[src/hdl/slis_pkg.sv]
// Package for the sorted key store: key type, operation codes and the
// flag bundle that each cell hands to its right neighbor. No dependencies.
package slis_pkg;

  localparam int KEY_W = 32;
  localparam int POS_W = 4;
  localparam int CNT_OUT_W = 5;

  typedef logic signed [KEY_W-1:0] key_t;

  // Operation codes
  localparam logic OP_INSERT = 1'b0;
  localparam logic OP_SEARCH = 1'b1;

  // Compare flags of one cell, captured in the compare cycle
  typedef struct packed {
    logic vld;  // cell holds a key
    logic gt;   // held key is strictly greater than the item key
    logic eq;   // held key equals the item key
  } cell_flags_t;

endpackage

[src/hdl/slis_cell.sv]
// One cell of the sorted key chain: holds a key, compares it with the
// broadcast item key and shifts toward higher positions on insert. Uses slis_pkg.
module slis_cell import slis_pkg::*; (
  input  logic        clk,
  input  logic        rst_n,
  input  logic        cmp_en,     // capture compare flags
  input  logic        ins_en,     // apply a non-dropped insert
  input  key_t        item_key,
  input  key_t        prev_key,
  input  cell_flags_t prev_flags,
  output key_t        key_o,
  output cell_flags_t flags_o,
  output logic        take_o,     // insert key lands in this cell
  output logic        first_eq_o  // lowest matching cell
);

  key_t        key_r;
  logic        vld_r;
  logic        gt_r;
  logic        eq_r;
  logic        shift;

  // Insert point: first greater cell, or the first empty one
  assign take_o     = (vld_r ? gt_r : prev_flags.vld) && !prev_flags.gt;
  assign shift      = prev_flags.gt;
  assign first_eq_o = eq_r && !prev_flags.eq;

  assign key_o   = key_r;
  assign flags_o = '{vld: vld_r, gt: gt_r, eq: eq_r};

  // Compare flags
  always_ff @(posedge clk) begin
    if (!rst_n) begin
      gt_r <= 1'b0;
      eq_r <= 1'b0;
    end else if (cmp_en) begin
      gt_r <= vld_r && (item_key < key_r);
      eq_r <= vld_r && (item_key == key_r);
    end
  end

  // Valid bit
  always_ff @(posedge clk) begin
    if (!rst_n) begin
      vld_r <= 1'b0;
    end else if (ins_en && (take_o || shift)) begin
      vld_r <= 1'b1;
    end
  end

  // Held key, no reset
  always_ff @(posedge clk) begin
    if (ins_en) begin
      if (shift) begin
        key_r <= prev_key;
      end else if (take_o) begin
        key_r <= item_key;
      end
    end
  end

endmodule

[src/hdl/slis_enc.sv]
// One-hot to binary encoder over the cell row; yields the cell index.
// No package dependency.
module slis_enc #(
  parameter int N  = 16,
  parameter int IW = 4
) (
  input  logic [N-1:0]  vec,
  output logic [IW-1:0] idx
);

  // OR together the indexes of the set bits (at most one is set)
  always_comb begin
    idx = '0;
    for (int i = 0; i < N; i++) begin
      if (vec[i]) begin
        idx = idx | IW'(i);
      end
    end
  end

endmodule

[src/hdl/sorted_list_insert_search.sv]
// Sorted key store built from a chain of compare/shift cells.
// An accepted item passes through a compare state and an update state before the
// result is registered; no new item is taken until the sequencer is back to idle,
// and a waiting result stalls the update state.
// Reset: synchronous active-low; clears the entry count and all cell valid bits.
module sorted_list_insert_search import slis_pkg::*; #(
  parameter int CAPACITY = 16
) (
  input  logic                 clk,
  input  logic                 rst_n,
  input  logic                 in_valid,
  output logic                 in_ready,
  input  logic                 in_op,
  input  logic signed [31:0]   in_key,
  output logic                 out_valid,
  input  logic                 out_ready,
  output logic                 out_found,
  output logic [POS_W-1:0]     out_position,
  output logic                 out_overflow,
  output logic [CNT_OUT_W-1:0] out_entry_count
);

  localparam int IW = (CAPACITY > 1) ? $clog2(CAPACITY) : 1;
  localparam int CW = $clog2(CAPACITY + 1);

  localparam logic [1:0] ST_IDLE = 2'd0;
  localparam logic [1:0] ST_CMP  = 2'd1;
  localparam logic [1:0] ST_UPD  = 2'd2;

  logic [1:0]           state_r, state_nxt;
  logic                 op_r;
  key_t                 key_r;
  logic [CW-1:0]        count_r, count_nxt;
  logic                 out_valid_r;
  logic                 found_r;
  logic [POS_W-1:0]     pos_r;
  logic                 ovf_r;

  key_t                 cell_key   [CAPACITY];
  cell_flags_t          cell_flags [CAPACITY];
  logic [CAPACITY-1:0]  take_vec;
  logic [CAPACITY-1:0]  first_vec;
  logic [CAPACITY-1:0]  enc_vec;
  logic [IW-1:0]        enc_idx;

  logic                 full;
  logic                 is_ins;
  logic                 upd_go;
  logic                 ins_en;
  logic                 res_found;

  assign full    = (count_r == CW'(CAPACITY));
  assign is_ins  = (op_r == OP_INSERT);
  assign upd_go  = (state_r == ST_UPD) && (!out_valid_r || out_ready);
  assign ins_en  = upd_go && is_ins && !full;
  assign in_ready = (state_r == ST_IDLE);

  // Cell row
  for (genvar i = 0; i < CAPACITY; i++) begin : g_cell
    key_t        prev_key;
    cell_flags_t prev_flags;
    if (i == 0) begin : g_head
      assign prev_key   = key_r;
      assign prev_flags = '{vld: 1'b1, gt: 1'b0, eq: 1'b0};
    end else begin : g_body
      assign prev_key   = cell_key[i-1];
      assign prev_flags = cell_flags[i-1];
    end
    slis_cell u_cell (
      .clk        (clk),
      .rst_n      (rst_n),
      .cmp_en     (state_r == ST_CMP),
      .ins_en     (ins_en),
      .item_key   (key_r),
      .prev_key   (prev_key),
      .prev_flags (prev_flags),
      .key_o      (cell_key[i]),
      .flags_o    (cell_flags[i]),
      .take_o     (take_vec[i]),
      .first_eq_o (first_vec[i])
    );
  end

  // Position encode
  assign enc_vec = is_ins ? take_vec : first_vec;

  slis_enc #(.N(CAPACITY), .IW(IW)) u_enc (
    .vec (enc_vec),
    .idx (enc_idx)
  );

  assign res_found = is_ins ? !full : |first_vec;

  // Sequencer
  always_comb begin
    state_nxt = state_r;
    unique case (state_r)
      ST_IDLE: if (in_valid) state_nxt = ST_CMP;
      ST_CMP:  state_nxt = ST_UPD;
      ST_UPD:  if (upd_go) state_nxt = ST_IDLE;
      default: state_nxt = ST_IDLE;
    endcase
  end

  always_ff @(posedge clk) begin
    if (!rst_n) begin
      state_r <= ST_IDLE;
    end else begin
      state_r <= state_nxt;
    end
  end

  // Captured item
  always_ff @(posedge clk) begin
    if (in_valid && in_ready) begin
      op_r  <= in_op;
      key_r <= in_key;
    end
  end

  // Entry count
  assign count_nxt = ins_en ? count_r + CW'(1) : count_r;

  always_ff @(posedge clk) begin
    if (!rst_n) begin
      count_r <= '0;
    end else begin
      count_r <= count_nxt;
    end
  end

  // Result register
  always_ff @(posedge clk) begin
    if (!rst_n) begin
      out_valid_r <= 1'b0;
    end else if (upd_go) begin
      out_valid_r <= 1'b1;
    end else if (out_ready) begin
      out_valid_r <= 1'b0;
    end
  end

  always_ff @(posedge clk) begin
    if (upd_go) begin
      found_r <= res_found;
      pos_r   <= res_found ? POS_W'(enc_idx) : '0;
      ovf_r   <= is_ins && full;
    end
  end

  assign out_valid       = out_valid_r;
  assign out_found       = found_r;
  assign out_position    = pos_r;
  assign out_overflow    = ovf_r;
  assign out_entry_count = CNT_OUT_W'(count_r);

endmodule

[config.mk]
export PLATFORM = sky130hd
export DESIGN_NAME = sorted_list_insert_search
export DESIGN_NICKNAME = d
export VERILOG_FILES = /design/src/hdl/slis_pkg.sv /design/src/hdl/slis_cell.sv /design/src/hdl/slis_enc.sv /design/src/hdl/sorted_list_insert_search.sv
export SDC_FILE = /design/constraint.sdc
export NUM_CORES = 2
export LEC_CHECK = 0
export BUFFER_PORTS_ARGS = -buffer_cell sky130_fd_sc_hd__clkbuf_2
export CAP_MARGIN = 20
export CORE_ASPECT_RATIO = 0.75
export CORE_MARGIN = 2
export CORE_UTILIZATION = 33
export DETAILED_ROUTE_END_ITERATION = 16
export PLACE_DENSITY_LB_ADDON = 0.08
export RECOVER_POWER = 100
export SYNTH_ARGS = -nofsm -noshare
export SYNTH_HDL_FRONTEND = slang
export SYNTH_SLANG_ARGS = --single-unit
[constraint.sdc]
create_clock -name clk -period 8.05 [get_ports clk]
set_input_delay 1.2075 -clock clk [delete_from_list [all_inputs] [get_ports clk]]
set_output_delay 1.2075 -clock clk [all_outputs]
set_load 0.01 [all_outputs]
Yosys cells after proc, flatten, opt, wreduce, memory -nomap -nowiden
Index checks and enable logic that the tools add are counted.
{ "classes": {"add_sub_neg": 1, "order_cmp": 16, "eq_ne": 21, "muxes": 68, "bitwise": 1, "reduce_logical": 166} }
{ "op_table": {"columns": ["cell", "count"], "rows": [
  ["$mux W32", 30],
  ["$eq A32 B32 Y1", 16],
  ["$lt A32 B32 Y1", 16],
  ["$logic_and A1 B1 Y1", 83],
  ["$reduce_and A2 Y1", 17],
  ["$logic_not A1 Y1", 32],
  ["$mux W4", 8],
  ["$reduce_bool A2 Y1", 16],
  ["$mux W1", 20],
  ["$logic_or A1 B1 Y1", 16],
  ["$mux W16", 1],
  ["$reduce_or A16 Y1", 1],
  ["$mux W3", 4],
  ["$mux W2", 4],
  ["$pmux W2 S3", 1],
  ["$add A5 B1 Y5 const B", 1],
  ["$eq A5 B5 Y1 const B", 1],
  ["$ne A2 B2 Y1 const B", 2],
  ["$eq A2 B1 Y1 const B", 1],
  ["$eq A2 B2 Y1 const B", 1],
  ["$logic_not A2 Y1", 1],
  ["$not A1 Y1", 1]
]} }
{ "totals": {"reg_bits": 607, "inputBits": 37, "output_inout_bits": 13} }

Depth between registers and ports, before layout
{ "depth": {"depth_word": 18, "depth_mapped": 9} }

Hierarchy
A second synthesis with hierarchy kept.
{ "hier_totals": {"cells_unflattened": 3397, "hier_area_um2": 38867.3} }
{ "by_module_without_submodules": {"columns": ["mod", "instances", "cells_each", "area_each_um2", "seq_area_each_um2"], "rows": [
  ["slis_cell", 16, 204, 2306.0, 1021.0],
  ["sorted_list_insert_search", 1, 122, 1906.8, 1331.3],
  ["slis_enc", 1, 11, 65.1, 0.0]
]} }

Worst setup path before layout
No wires, ideal clock.
{ "synth_timing": {"path_kind": "input -> register", "start": "input port out_ready", "end": "register g_cell[0].u_cell.key_r[0] (enable)", "t_arrival_ps": 4294, "path_slack_ps": 3286, "cell_stages": 4, "path_buffers": 1, "cell_sequence": "nor2b_1 > nor4_1 > buf_2 > a21boi_0"} }
{ "synth_between": {"elab_chain_len": 5} }
{ "synth_rtl": {"columns": ["element", "line_no", "rtl"], "rows": [
  ["from (decl)", "sorted_list_insert_search.sv:16", "input logic out_ready,"],
  ["$logic_or A1 B1 Y1", "sorted_list_insert_search.sv:54", "assign upd_go = (state_r == ST_UPD) && (!out_valid_r || out_ready);"],
  ["$logic_and A1 B1 Y1", "sorted_list_insert_search.sv:54", null],
  ["$logic_and A1 B1 Y1 (2 in series)", "sorted_list_insert_search.sv:55", "assign ins_en = upd_go && is_ins && !full;"],
  ["$reduce_and A2 Y1 (no line)", null, null],
  ["to (signal assigned)", "slis_cell.sv:55", "key_r <= prev_key;"],
  ["to (signal assigned)", "slis_cell.sv:57", "key_r <= item_key;"],
  ["to (decl)", "slis_cell.sv:17", "key_t key_r;"]
]} }
No other way between the ends.
A chain may end at the register's enable or synchronous reset.

Final worst setup path
{ "layout_timing": {"start": "register op_r", "end": "register g_cell[15].u_cell.key_r[21] (enable)"} }
{ "layout_between": {"elab_chain_len": 4} }
{ "layout_rtl": {"columns": ["element", "line_no", "rtl"], "rows": [
  ["from (decl)", "sorted_list_insert_search.sv:31", "logic op_r;"],
  ["from (signal assigned)", "sorted_list_insert_search.sv:116", "op_r <= in_op;"],
  ["$not A1 Y1", "sorted_list_insert_search.sv:53", "assign is_ins = (op_r == OP_INSERT);"],
  ["$logic_and A1 B1 Y1 (2 in series)", "sorted_list_insert_search.sv:55", null],
  ["$reduce_and A2 Y1 (no line)", null, null],
  ["to (signal assigned)", "slis_cell.sv:55", null],
  ["to (signal assigned)", "slis_cell.sv:57", null],
  ["to (decl)", "slis_cell.sv:17", null]
]} }
No other way between the ends.

==> results.py <==
metrics = {
    "sta": {
        "grt_setup_unrepaired": "no",
        "slew_headroom_pct": -65.3,
        "fin_ws_ns": 3.27,
        "fmax_ghz": 0.209,
        "finalSetupTns_ns": 0,
        "fin_crit_sh_pct": 59.4,
        "report.final.slew_viol_count": 1468,
        "hold_viol_final": 0,
        "fin_skew_ns": 0.0222,
        "tightestPinTransition_ns": 2.48,
        "layout_min_cycle_time_ns": 4.78,
        "setup_viol": 0,
    },
    "setup_path": {
        "path_cells": "clkbuf_1 -> nor4_1 -> clkbuf_1 -> o21a_1 -> clkbuf_1",
        "cp.required_ns": 8.27,
        "path_common_cell": "clkbuf_1",
        "start_kind": "flip-flop",
        "cp_max_fo": 33,
        "crit_family": "buffers and inverters",
        "cp.arrival_ns": 5.01,
        "rrSetupSlack_ns": 3.27,
        "r2r-end": "g_cell[15].u_cell.key_o[21]$_DFFE_PP_",
        "slowest_delay_ns": 1.54,
        "r2r-start": "op_r$_DFFE_PP_",
        "cp-end-kind": "flip-flop",
        "reg2regPathDepth": 5,
        "worst-path-stages": 5,
        "slowest_stage": "clkbuf_1",
        "critPathBufInv": 3,
        "path_class": "flip-flop to flip-flop",
    },
    "synth": {
        "synthTopCellsByArea": "edfxtp_1, ha_1, mux2_2",
        "yosysTopAreaCellShare_pct": 43.7,
        "async_flop_share_pct": 0,
        "ys_seq_area_share_pct": 46.6,
        "synth.most_common_cell": "edfxtp_1",
        "ys.flop_type": "edfxtp_1",
        "synth_area_leader_cell": "edfxtp_1",
        "yosysUniqueCellTypes": 57,
        "syn_nets": 3828,
        "synth-edff-count": 551,
        "ys.warnings.count": 0,
        "synth.ff_latch_count": 607,
        "avgSynthCellArea_sq_um": 11.6,
        "syn_area_sq_mm": 0.0379,
        "ys_top_cells_by_count": "edfxtp_1, inv_1, ha_1, mux2_2, a21oi_1",
        "syn_inst": 3277,
    },
    "drt": {
        "drc": 0,
        "drt_iter0_drc": 1238,
        "dr_total_vias": 24600,
        "routed_via_density": 4.97,
        "drtAntennaViolNets": 0,
        "wire_per_inst_microns": 18.6,
        "drtPass1Iterations": 6,
        "finalWirelength_mm": 91.9,
    },
    "layout": {
        "antenna-diode-count": 0,
        "area_growth_pct": 11.6,
        "drive_above_1_share_pct": 18.6,
        "nNetsFinal": 3914,
        "n_fill_cell": 11000,
    },
    "die": {
        "dieArea_sq_mm": 0.118,
        "io_pins": 50,
        "start_util_pct": 33.3,
        "die_x_microns": 395,
        "coreArea_sq_mm": 0.114,
        "die-height_microns": 297,
        "rows": 107,
    },
    "status": {
        "violations": "max-capacitance violations, max-slew violations",
        "status": "finished, violations left",
    },
    "worst_hold_path": {
        "whs_path_depth": 0,
        "holdPathEnd": "g_cell[0].u_cell.key_o[0]$_DFFE_PP_",
        "hold_path_startpoint": "g_cell[0].prev_key[0]$_DFFE_PP_",
        "min_path_type": "flip-flop to flip-flop",
    },
    "global_route": {
        "first_global_vias": 26500,
        "grt_pass1_wl_mm": 147,
        "antenna_found_initial": 2,
        "grt_usage_pct": 15.7,
        "grt_overflow_total": 0,
        "grt_max_degree": 37,
    },
    "power": {
        "powerDensity_mw_per_mm2": 176,
        "pwr-share-comb_pct": 8.5,
        "power_leakage_nw": 17.2,
        "vdd_drop_max_mv": 0.139,
        "internal_power_mw": 5.71,
        "p_clk_share_pct": 45.0,
        "pwr-share-seq_pct": 46.5,
        "switching_share_pct": 23.4,
        "switching_power_mw": 1.74,
    },
    "placement": {
        "hpwl_mm": 68.9,
        "pre_cts_ws_ns": 4.70,
        "place.gp.congestion": 0.838,
        "portBuffers": 49,
    },
    "clocking": {
        "clockBufferDepth": 3,
        "cts.sinks": 607,
        "root_buffer": "clkbuf_16",
        "cts_made_buffers": 72,
        "clk_transition_reported_paths_ns": 0.06,
        "cts_resized": 0,
        "tritoncts": "yes",
        "clock_latency_ns": 0.65,
        "postCtsHoldBufs": 0,
        "cts_setup_buffers": 0,
        "htree_levels": 3,
    },
    "flow_run": {
        "cap_violations": 45,
    },
}
==> power by group through the flow <==
stage	clock (mW)	combinational [mW]	sequential, mW
2_1_floorplan	0	0.386	3.57
3_3_place_gp	0	0.615	3.53
3_5_place_dp	0	0.634	3.53
4_1_cts	3.48	0.641	3.46
5_1_grt	3.59	0.724	3.46
6_report	3.35	0.633	3.47
==> sequential cells by signal, indices dropped and copies added, names as in the netlist, 2 cells and up <==
name                 count
g_cell.u_cell.vld_r     16
out_entry_count          5
g_cell.u_cell.eq_r      16
g_cell.u_cell.gt_r      16
g_cell.u_cell.key_o    512
out_position             4
state_r                  2
g_cell.prev_key         32
==> worst max-delay path by stage <==
stage	endpoint	slack (ns)	startpoint
2_1_floorplan	g_cell[0].u_cell.key_o[0]$_DFFE_PP_	3.29	out_ready
3_3_place_gp	g_cell[0].u_cell.key_o[4]$_DFFE_PP_	4.71	out_ready
3_5_place_dp	g_cell[0].u_cell.key_o[9]$_DFFE_PP_	4.70	out_ready
4_1_cts	in_ready	4.85	state_r[1]$_SDFFE_PN0P_
5_1_grt	g_cell[15].u_cell.key_o[24]$_DFFE_PP_	2.91	op_r$_DFFE_PP_
6_report	g_cell[15].u_cell.key_o[21]$_DFFE_PP_	3.27	op_r$_DFFE_PP_
==> metrics by stage <==
stage                     hold WS, ns  cell area (sq um)  util [%]  power (mW)  instances
after floorplan                 0.426              37900         -        3.96       3277
after global placement          0.436              40200      35.3        4.15       4813
after detailed placement        0.436              40200      35.3        4.17       4813
after CTS                       0.454              42500      37.4        7.58       4945
after global routing            0.481              42300      37.2        7.78       4947
final                           0.447              42300      37.2        7.45       4947
==> cells by family (layout without fill, tap and decap cells) <==
kind of cell             count (synthesis)  in the layout  synth area share, %
AO/OA/AOI/OAI                          469            469                 8.00
XOR/XNOR                                 4              4               0.0924
adder cells (fa/ha/maj)                514            514                 17.0
buffers and inverters                  625            769                 6.21
flip-flops                             607            607                 46.6
multiplexers                           481            481                 14.3
AND/OR/NAND/NOR                        577            577                 7.81
==> final cells by class <==
| type | instances | area, sq um | share of cell area [%] |
|---|---|---|---|
| clock buffers | 106 | 2090 | 4.93 |
| inverters | 516 | 1940 | 4.58 |
| repair buffers | 121 | 561 | 1.33 |
| well taps | 1526 | 1910 | 4.51 |
| multi-input cells | 2045 | 17900 | 42.2 |
| clock inverters | 26 | 279 | 0.660 |
| flip-flops and latches | 607 | 17700 | 41.8 |
==> placed cells by master (no fill, tap or decap), drive strengths merged, types with 8 or more instances in the layout <==
cell / netlist / final
a21o: 33 / 33
a22oi: 16 / 16
and2: 16 / 16
dfxtp: 56 / 56
a21oi: 194 / 194
a21boi: 21 / 21
o21a: 35 / 35
edfxtp: 551 / 551
a221oi: 14 / 14
o211ai: 22 / 22
buf: 44 / 18
and4: 15 / 15
o21ai: 59 / 59
nor2: 73 / 73
clkinv: 0 / 18
a211oi: 12 / 12
inv: 516 / 518
nor4: 32 / 32
nand3: 94 / 94
nor3: 14 / 14
clkbuf: 65 / 209
mux2: 480 / 480
nand4: 100 / 100
nand2: 168 / 168
nor2b: 23 / 23
a221o: 11 / 11
ha: 514 / 514
and3: 11 / 11
a211o: 8 / 8
==> per-layer routing <==
layer | wire length (microns) | vias to the layer above | global-route usage, %
met4 | 3000 | 0 | 5.54
li1 | - | 12200 | -
met5 | 0 | - | 0
met3 | 3490 | 163 | 2.80
met2 | 41800 | 379 | 25.8
met1 | 43600 | 11800 | 20.8
Note: power is estimated with default switching activity, not from simulation.
